==> config.mk <==
export PLATFORM = sky130hd
export DESIGN_NAME = vmt_div_step
export DESIGN_NICKNAME = d
export VERILOG_FILES = /design/src/hdl/vmt_pkg.sv /design/src/hdl/vmt_div_step.sv
export SDC_FILE = /design/constraint.sdc
export NUM_CORES = 1
export LEC_CHECK = 0
export BUFFER_PORTS_ARGS = -buffer_cell sky130_fd_sc_hd__buf_2
export CAP_MARGIN = 40
export CELL_PAD_IN_SITES_DETAIL_PLACEMENT = 1
export CELL_PAD_IN_SITES_GLOBAL_PLACEMENT = 1
export CORE_AREA = 2 2 152 154
export DETAILED_ROUTE_END_ITERATION = 10
export DIE_AREA = 0 0 154 156
export HOLD_SLACK_MARGIN = 0.02
export PLACE_DENSITY_LB_ADDON = 0.08
export SYNTH_ARGS = -nofsm -noshare
export SYNTH_HDL_FRONTEND = slang
export SYNTH_SLANG_ARGS = --single-unit
==> constraint.sdc <==
create_clock -name clock -period 3.8 [get_ports clock]
set_clock_uncertainty 0.2 [all_clocks]
set_input_delay 0.38 -clock clock [delete_from_list [all_inputs] [get_ports clock]]
set_output_delay 0.38 -clock clock [all_outputs]
set_load 0.01 [all_outputs]
==> src/hdl/vmt_pkg.sv <==
// Shared types and constants for the vertex matrix transform core.
`default_nettype none
package vmt_pkg;
   localparam logic [1:0] KIND_POINT  = 2'd0;
   localparam logic [1:0] KIND_COORD  = 2'd1;
   localparam logic [1:0] KIND_NORMAL = 2'd2;
   localparam logic [1:0] KIND_FULL   = 2'd3;
   localparam int NUM_REGS = 8;
   localparam int REG_W = 64;
   localparam int IDX_W = 3;
   localparam int COMP_W = 32;
   localparam int QUO_W = 64;
   localparam logic signed [31:0] S32_MAX = 32'sh7fffffff;
   localparam logic signed [31:0] S32_MIN = 32'sh80000000;

   typedef struct packed {
      logic       valid;
      logic [1:0] kind;
      logic       err;
   } ctl_type;
endpackage
`default_nettype wire

==> src/hdl/vmt_div_step.sv <==
// One restoring-division stage: one quotient bit per stage, payload carried along.
`default_nettype none
module vmt_div_step import vmt_pkg::*; (
   input  wire               clock,
   input  wire  [QUO_W-1:0]  num_in,
   input  wire  [31:0]       den_in,
   input  wire  [32:0]       rem_in,
   input  wire  [QUO_W-1:0]  quo_in,
   output logic [QUO_W-1:0]  num_out,
   output logic [31:0]       den_out,
   output logic [32:0]       rem_out,
   output logic [QUO_W-1:0]  quo_out
);
   logic [33:0] trial;
   logic [33:0] diff;
   always_comb begin
      trial = {rem_in, num_in[QUO_W-1]};
      diff  = trial - {2'b0, den_in};
   end
   always_ff @(posedge clock) begin
      num_out <= num_in << 1;
      den_out <= den_in;
      if (!diff[33]) begin
         rem_out <= diff[32:0];
         quo_out <= {quo_in[QUO_W-2:0], 1'b1};
      end else begin
         rem_out <= trial[32:0];
         quo_out <= {quo_in[QUO_W-2:0], 1'b0};
      end
   end
endmodule
`default_nettype wire

-- Word-level counts from Yosys, hierarchy flattened
Cells that the tools add are included.
W data, S select, Z words.
- register bits after elaboration: 192
- bits in latches: 0
- memory bits (writable): 0
- memory bits (read-only): 0
- input bits: 194
- output and inout bits: 193
- word-level logic and storage cells: 7
- memories: 0
- add/subtract/negate cells: 1
- multipliers: 0
- div/mod/pow operators: 0
- $lt $le $gt $ge: 0
- eq/ne operators: 0
- shift operators: 0
- mux-type cells: 2
- bitwise logic cells: 0
- reduce and logical (&&, ||, !) cells: 0
- operators by type and width (operator ; count):
    $sub A34 B32 Y34 ; 1
    $mux W33 ; 1
    $mux W1 ; 1

-- Depth between registers and ports, before layout
Gate-level depths: netlist (run 1).
- depth in word-level cells: 2
- gate-level depth with buffers: 13
- depth with buffers taken out: 12

-- Worst setup path after synthesis (run 1)
Ideal clock, no wire load.
- kind: input-to-reg
- start point: input num_in[63]
- end point: register rem_out[20]
- arrival time: 2.659 ns
- data required time: 3.479 ns
- setup slack: 0.821 ns
- stages on the path: 12
- buffers on the path: 0
- cell sequence: inv_1 ha_1 fa_1 nand2b_1 a21oi_2 o41a_4 nand3_1 a211oi_1 a41o_1 mux2i_1 o311ai_0 mux2_2
- word-level cells in the longest chain between the ends: 2
- ends and longest elaborated chain (item ; RTL line ; text):
    start: declaration ; vmt_div_step.sv:5 ; input wire [QUO_W-1:0] num_in,
    $sub A34 B32 Y34 ; vmt_div_step.sv:18 ; diff = trial - {2'b0, den_in};
    $mux W33 ; vmt_div_step.sv:23 ; if (!diff[33]) begin
    end signal: assignment ; vmt_div_step.sv:24 ; rem_out <= diff[32:0];
    end signal: assignment ; vmt_div_step.sv:27 ; rem_out <= trial[32:0];
    end: declaration ; vmt_div_step.sv:11 ; output logic [32:0] rem_out,
No other way between the ends.

-- Worst setup path after layout (run 1)
- start point: input den_in[8]
- end point: register rem_out[24]
- word-level cells in the longest chain between the ends: 2
- ends and longest elaborated chain (item ; RTL line ; text):
    start: declaration ; vmt_div_step.sv:6 ; input wire [31:0] den_in,
    $sub A34 B32 Y34 ; vmt_div_step.sv:18 ;
    $mux W33 ; vmt_div_step.sv:23 ;
No other way between the ends.

==> results of run 1 <==
-- repair_timing --
item | 4_1_cts | 5_1_grt
hold buffers | 190 | 0
endpoints found under the setup margin | 0 | 23
resized for setup | 0 | 2
endpoints found under the hold margin | 190 | 0
-- metrics by stage --
stage | std cells | cell area [µm²]
5_1_grt | 1381 | 10900
6_report | 1382 | 10900
3_3_place_gp | 1159 | 8340
2_1_floorplan | 494 | 6070
4_1_cts | 1381 | 10900
3_5_place_dp | 1159 | 8340
-- report_power, final --
part	internal (W)	leakage (nW)	switching [W]
registers	0.00217	1.62	0.0000418
clock network	0.000921	0.301	0.000942
logic	0.000494	3.47	0.000470
total	0.00359	5.39	0.00145
-- area by class of cell --
type / instances / area, µm² / share of cell area
antenna: 1 / 2.50 / 0.000230
multi-input combinational: 255 / 2040 / 0.188
clock inverter: 14 / 185 / 0.0170
clock buffer: 18 / 439 / 0.0404
sequential: 192 / 3840 / 0.353
tap: 285 / 357 / 0.0328
inverter: 40 / 150 / 0.0138
timing repair buffer: 577 / 3860 / 0.355
-- synthesized netlist by cell type (3+ instances only) --
cell      instances  area share
mux2_1           20       0.037
nand2b_1          5      0.0052
o31ai_1           3      0.0037
and3_1            5      0.0052
nor2b_1           4      0.0041
a211oi_1          3      0.0037
mux2i_1           3      0.0049
nand2_1          20       0.012
a31oi_1           4      0.0041
xor2_1            9       0.013
inv_1            40       0.025
o21ai_0          11      0.0091
nor3_1            6      0.0049
a21oi_1          20       0.016
o21a_1            3      0.0037
ha_1             32       0.066
a21o_1           21       0.026
mux2_2            9       0.017
xnor2_1          16       0.023
buf_4             4      0.0049
nand3_1           7      0.0058
nor2_1           17       0.011
dfxtp_1         192        0.63
-- path summary, 6_finish.rpt --
check                   to  cells past startpoint
min     rem_out[1]$_DFF_P_                      3
max    rem_out[24]$_DFF_P_                     14
-- routing by layer --
metal / track usage / wire (µm) / share of wire
met1: 0.211 / 9330 / 0.38
met2: 0.368 / 12600 / 0.51
met5: 0 / 0 / 0
met3: 0.0678 / 1790 / 0.073
met4: 0.0984 / 948 / 0.038
-- kinds of logic after synthesis --
| logic type | share of synthesized area |
|---|---|
| DFF | 0.633 |
| xor gates and xnor gates | 0.0361 |
| and+or+nand+nor | 0.0596 |
| AOI/OAI and AO/OA | 0.111 |
| muxes | 0.0588 |
| buffers and inverters | 0.0317 |
| other | 0.000618 |
| adders and majority gates | 0.0693 |
-- registers in the layout, summed over array words and instances, names as in the netlist --
register,cells
num_out,63
den_out,32
quo_out,64
rem_out,33
==> results by group, run 1 <==
Synth
  • Yosys warning total: 0
  • Unique masters post-synth: between 50 and 60
  • Cell area after synthesis: about 0.006 mm²
  • Mapped Cells: 494
  • Flops & latches, synth: between 150 and 200
  • Post-Syn Nets: a little over 700
  • Sequential-to-total area share from yosys stat: 0.633
  • Avg Synthesized Cell Area: ~12 µm²
  • Ys async rst share: 0
  • EDFF count, synth: 0
  • Top FF cell, synth: dfxtp_1

STA
  • RSZ-0062 raised after global routing: false
  • Final hold vios: 0
  • Setup_tns: 0 ns
  • Final setup vio count: 0
  • Least-Margin Pin Slew: about 0.56 ns
  • Final hold slack: 0.0497 ns
  • Slew headroom: 0.625
  • Final min period: 3.55 ns
  • Pins over their slew limit: 0
  • Final worst slack: around 0.25 ns
  • Fmax: 282 MHz
  • Final Cycle Share: 0.935

Floorplanning
  • Die width: between 150 and 200 µm
  • Core Footprint: between 0.02 and 0.025 mm²
  • Starting density of the core: 0.271
  • Rows: between 50 and 60
  • DIE HEIGHT: roughly 160 µm
  • Die area: 0.0240 mm²
  • IO Count: about 390

Power
  • Total power: 0.00504 W
  • Pwr per Cell Area: 463 mW/mm²
  • VDD IR max: roughly 260 µV
  • Leak: between 5 and 6 nW

Setup path
  • Nature of the critical path endpoint: flop
  • Worst path slowest cell: dlygate4sd3_1
  • Setup crit start: den_in[8]
  • Worst Path Arrival: about 3.7 ns
  • Crit path largest cell delay: 0.52 ns
  • Buf+Inv Stages, Crit Path: 4
  • Worst setup SP type: input pin
  • Required time of the critical path: 3.92 ns
  • Worst-path maximum fanout: 11
  • Worst path top cell family by delay: buffers and inverters
  • CP Class: in -> reg
  • Cells along the critical path: dlygate4sd3_1 -> buf_2 -> inv_1 -> ha_1 -> and2_2 -> nand4_1 -> a21oi_2 -> o2111ai_2 -> nand3_1 -> nand2_1 -> o31a_1 -> nor2_4 -> buf_4 -> mux2_2

Routing
  • Pre-Repair DR Iteration Count: 4
  • DR DRC count: 0
  • Routed WL: about 25,000 µm
  • Via Count: 5,982
  • DR WL/cell: ~18 µm
  • Remaining antenna violation count after routing: 0
  • Initial drt markers: 150
  • Vias/cell: between 4 and 5

GRT
  • Final global-route overflow total: 0
  • First-pass GRT wire length: ~37,000 µm
  • Initial antenna violation count: 0
  • Gr usage total: 0.203
  • Pin count of the biggest net entering global routing: 22
  • Vias in the first global route: roughly 6,600

Place
  • Final Wtd Congestion: approximately 0.82
  • Dpl ws: 0.235 ns
  • Port Buffer Count: roughly 380
  • HPWL after DPL: between 15,000 and 20,000 µm

Clocking
  • Inserted Clock Buffers: 17
  • Clock Sink Count: around 190
  • Clk Tree Root Cell: clkbuf_16
  • Worst-path clk slew: 0.08 ns
  • Setup bufs post-CTS: 0
  • H-tree depth reported by CTS: 4
  • CTS tree: done
  • Clock Path Buffers: 2

Final layout
  • Fin util: 0.486
  • Fillcell total: ~2,500
  • Final net count: 1,310
  • Most common cell after layout, fill and taps aside: buf_2
  • Area grow syn2layout: 79.3%
  • Most frequent cells in the layout: buf_2, dfxtp_1, dlygate4sd3_1
  • Share of cells above drive strength 1: 0.403

Worst hold path
  • Hold WC Path Type: in -> reg
  • Hold Startpoint: rem_in[0]

Status
  • Status: complete, no violations

Job
  • Max_cap viols: 0
Power figures use the tool's default switching activity.
==> run 2, diff against run 1 <==
ABC_AREA = 1   (was unset)
BUFFER_PORTS_ARGS = unset   (was -buffer_cell sky130_fd_sc_hd__buf_2)
CORE_AREA = 2 2 150 152   (was 2 2 152 154)
DIE_AREA = 0 0 152 154   (was 0 0 154 156)
DONT_BUFFER_PORTS = 1   (was unset)
==> run 2 against run 1 <==
Area after synthesis rose by 20%. Die area fell by 2.6%. Wire length rose by 15%. First-iteration DRC count rose by 44%. Via count rose by 7.1%. Global-route usage rose by 3.6 points. Core utilization fell by 2.0 points. Cell count rose by 2.0%. Clock-buffer cell count fell by 1. Hold slack got worse by 0.013 ns. Critical path type unchanged. Highest routed layer unchanged.
==> results by group, run 2 <==
Status
  • Status: complete, no violations

Clocking
  • Worst-path clk slew: 0.08 ns (about the same)
  • Inserted Clock Buffers: 17 (unchanged)
  • Cts repair resizes: 0 (unchanged)
  • CTS tree: done
  • Clk Tree Root Cell: clkbuf_16
  • Clock Sink Count: 192 (unchanged)
  • Clock Path Buffers: 2 (unchanged)
  • H-tree depth reported by CTS: 4 (unchanged)

Routing
  • Via Count: 6,408 (+7.1%)
  • DR DRC count: 0 (unchanged)
  • Pre-Repair DR Iteration Count: 4 (unchanged)
  • Routed WL: 28,300 µm (+15%)
  • DR WL/cell: 20.1 µm (+13%)
  • Remaining antenna violation count after routing: 0 (unchanged)
  • Vias/cell: 4.55 (+5.1%)
  • Initial drt markers: 216 (+44%)

Power
  • Leak: 5.09 nW (-5.6%)
  • VDD IR max: 297 µV (+13%)
  • Pwr per Cell Area: 494 mW/mm² (+6.7%)

Setup path
  • Worst-path maximum fanout: 3 (-8)
  • Worst path top cell family by delay: simple AND/OR/NAND/NOR gates
  • Nature of the critical path endpoint: flop
  • Worst path slowest cell: fa_1
  • Worst setup SP type: input pin
  • CP Class: in -> reg
  • Required time of the critical path: 3.94 ns (+0.02 ns)
  • Worst Path Arrival: 2.33 ns (-1.35 ns)
  • Cells along the critical path: inv_1 -> ha_1 -> fa_1 -> inv_1 -> nand2_1 -> nand2_1 -> and2_1 -> nand2_1 -> nand2_1 -> nand2_1 -> nand3_1 -> nand2_1 -> nand3_1 -> nand2_1
  • Crit path largest cell delay: 0.42 ns (-0.10 ns)
  • CP most frequent cell: nand2_1
  • Buf+Inv Stages, Crit Path: 2 (-2)

GRT
  • Final global-route overflow total: 0 (unchanged)
  • Gr usage total: 0.239 (+0.0360)
  • Pin count of the biggest net entering global routing: 35 (+59%)
  • First-pass GRT wire length: 42,700 µm (+14%)
  • Vias in the first global route: 7,019 (+6.6%)
  • Initial antenna violation count: 1 (+1)

Floorplanning
  • IO Count: 387 (unchanged)
  • Starting density of the core: 0.337 (+0.0652)
  • Die width: 152 µm (-1.3%)
  • Die area: 0.0234 mm² (-2.6%)
  • DIE HEIGHT: 154 µm (-1.3%)
  • Rows: 54 (-1.8%)
  • Core Footprint: 0.0217 mm² (-3.0%)

STA
  • Pins over their slew limit: 0 (unchanged)
  • RSZ-0062 raised after global routing: false
  • Final Cycle Share: 0.577 (-0.358)
  • Final setup vio count: 0 (unchanged)
  • Final min period: 2.19 ns (-1.36 ns)
  • Final hold vios: 0 (unchanged)
  • Setup_tns: 0 ns (unchanged)
  • Final hold slack: 0.0371 ns (-0.0126 ns)
  • Fmax: 456 MHz (+62%)

Final layout
  • Most common cell after layout, fill and taps aside: nand2_1
  • Area grow syn2layout: 38.5%
  • Final std cell area, no fill: 0.0101 mm² (-7.1%)
  • Share of cells above drive strength 1: 0.0514 (-0.352)
  • Largest regs: quo_out: 64 flops, num_out: 63 flops, rem_out: 33 flops
  • Max reg flops: 64 (unchanged)
  • Most frequent cells in the layout: nand2_1, dfxtp_1, dlygate4sd3_1
  • Final net count: 1,342 (+2.4%)
  • Largest Register: quo_out

Synth
  • Post-Syn Nets: 1,142 (+58%)
  • Avg Synthesized Cell Area: 7.98 µm² (-35%)
  • Yosys warning total: 0 (unchanged)
  • Synth top cells by count: nand2_1, dfxtp_1, inv_1
  • Sequential-to-total area share from yosys stat: 0.527 (-0.107)
  • Ys async rst share: 0 (unchanged)
  • Post-synth top area share: 0.527 (-0.107)
  • Mapped Cells: 915 (+85%)
  • Synth top area cells: dfxtp_1, nand2_1, inv_1, nand3_1, ha_1
  • EDFF count, synth: 0 (unchanged)
  • Top FF cell, synth: dfxtp_1
  • Flops & latches, synth: 192 (unchanged)
  • Most common cell in the netlist: nand2_1
  • Unique masters post-synth: 27 (-52%)
  • Cell area after synthesis: 0.00730 mm² (+20%)
  • Biggest area consumer among synthesized cells: dfxtp_1

Place
  • Port Buffer Count: 0 (-100%)
  • Dpl cell area: 0.00755 mm² (-9.5%)
  • Final Wtd Congestion: 0.867 (+6.0%)
  • HPWL after DPL: 19,800 µm (+18%)

Job
  • Max_cap viols: 0 (unchanged)

Worst hold path
  • Hold WC Path Type: in -> reg
run 2: cell types whose count changed after synthesis, moves of 6 or more:
cell and delta:
buf_6 +6, o21ai_0 -11, xnor2_1 -15, nand2_1 +268, nand2_2 +7, mux2_2 -9
a21o_1 -21, nand3_1 +84, and2_1 +9, inv_1 +129, mux2_1 -20, nor2_1 +23
run 2: cell families after synthesis:
logic type                 count (synthesis)  synth area share
xor gates and xnor gates                  15            0.0180
and+or+nand+nor                          466             0.276
DFF                                      192             0.527
AOI/OAI and AO/OA                         24            0.0171
buffers and inverters                    184             0.104
other                                      1          0.000514
adders and majority gates                 33            0.0576
run 2: layout make-up:
cell class	count	area, µm²
antenna	1	2.50
clock inverter	15	220
clock buffer	17	425
timing repair buffer	194	1930
tap	280	350
fill	2550	11600
multi-input combinational	539	2690
sequential	192	3840
inverter	171	642
run 2: path summary, 6_finish.rpt:
path / from / endpoint / depth (start not counted)
setup / recovery: num_in[63] / rem_out[28]$_DFF_P_ / 14
hold / removal: den_in[0] / rem_out[0]$_DFF_P_ / 4
run 2: per-stage QoR:
stage | setup WS (ns) | total power, W | utilization | cells
final | 1.61 | 0.00500 | 0.466 | 1409
after floorplan | 1.69 | 0.00277 | - | 915
after global routing | 1.38 | 0.00524 | 0.466 | 1409
after global placement | 1.15 | 0.00294 | 0.348 | 1185
after CTS | 1.57 | 0.00502 | 0.466 | 1408
after detailed placement | 1.11 | 0.00295 | 0.348 | 1185
run 2: per-layer routing:
layer | part of all wire | wire length [µm] | vias up | GRT usage
met5 | 0 | 0 | - | 0
met4 | 0.016 | 463 | 0 | 0.0619
met3 | 0.047 | 1340 | 25 | 0.0513
met2 | 0.51 | 14400 | 213 | 0.426
met1 | 0.43 | 12100 | 3002 | 0.293
li1 | - | - | 3168 | -
run 2: report_power, final:
part | switching, W | internal [W]
combinational | 0.000427 | 0.000316
sequential | 0.000158 | 0.00217
clock | 0.000950 | 0.000979
total | 0.00153 | 0.00346
run 2: timing repair:
item / CTS / global route
setup endpoints to repair: 0 / 0
hold buffers: 191 / 0
hold endpoints to repair: 191 / 0
setup buffers: 0 / 0
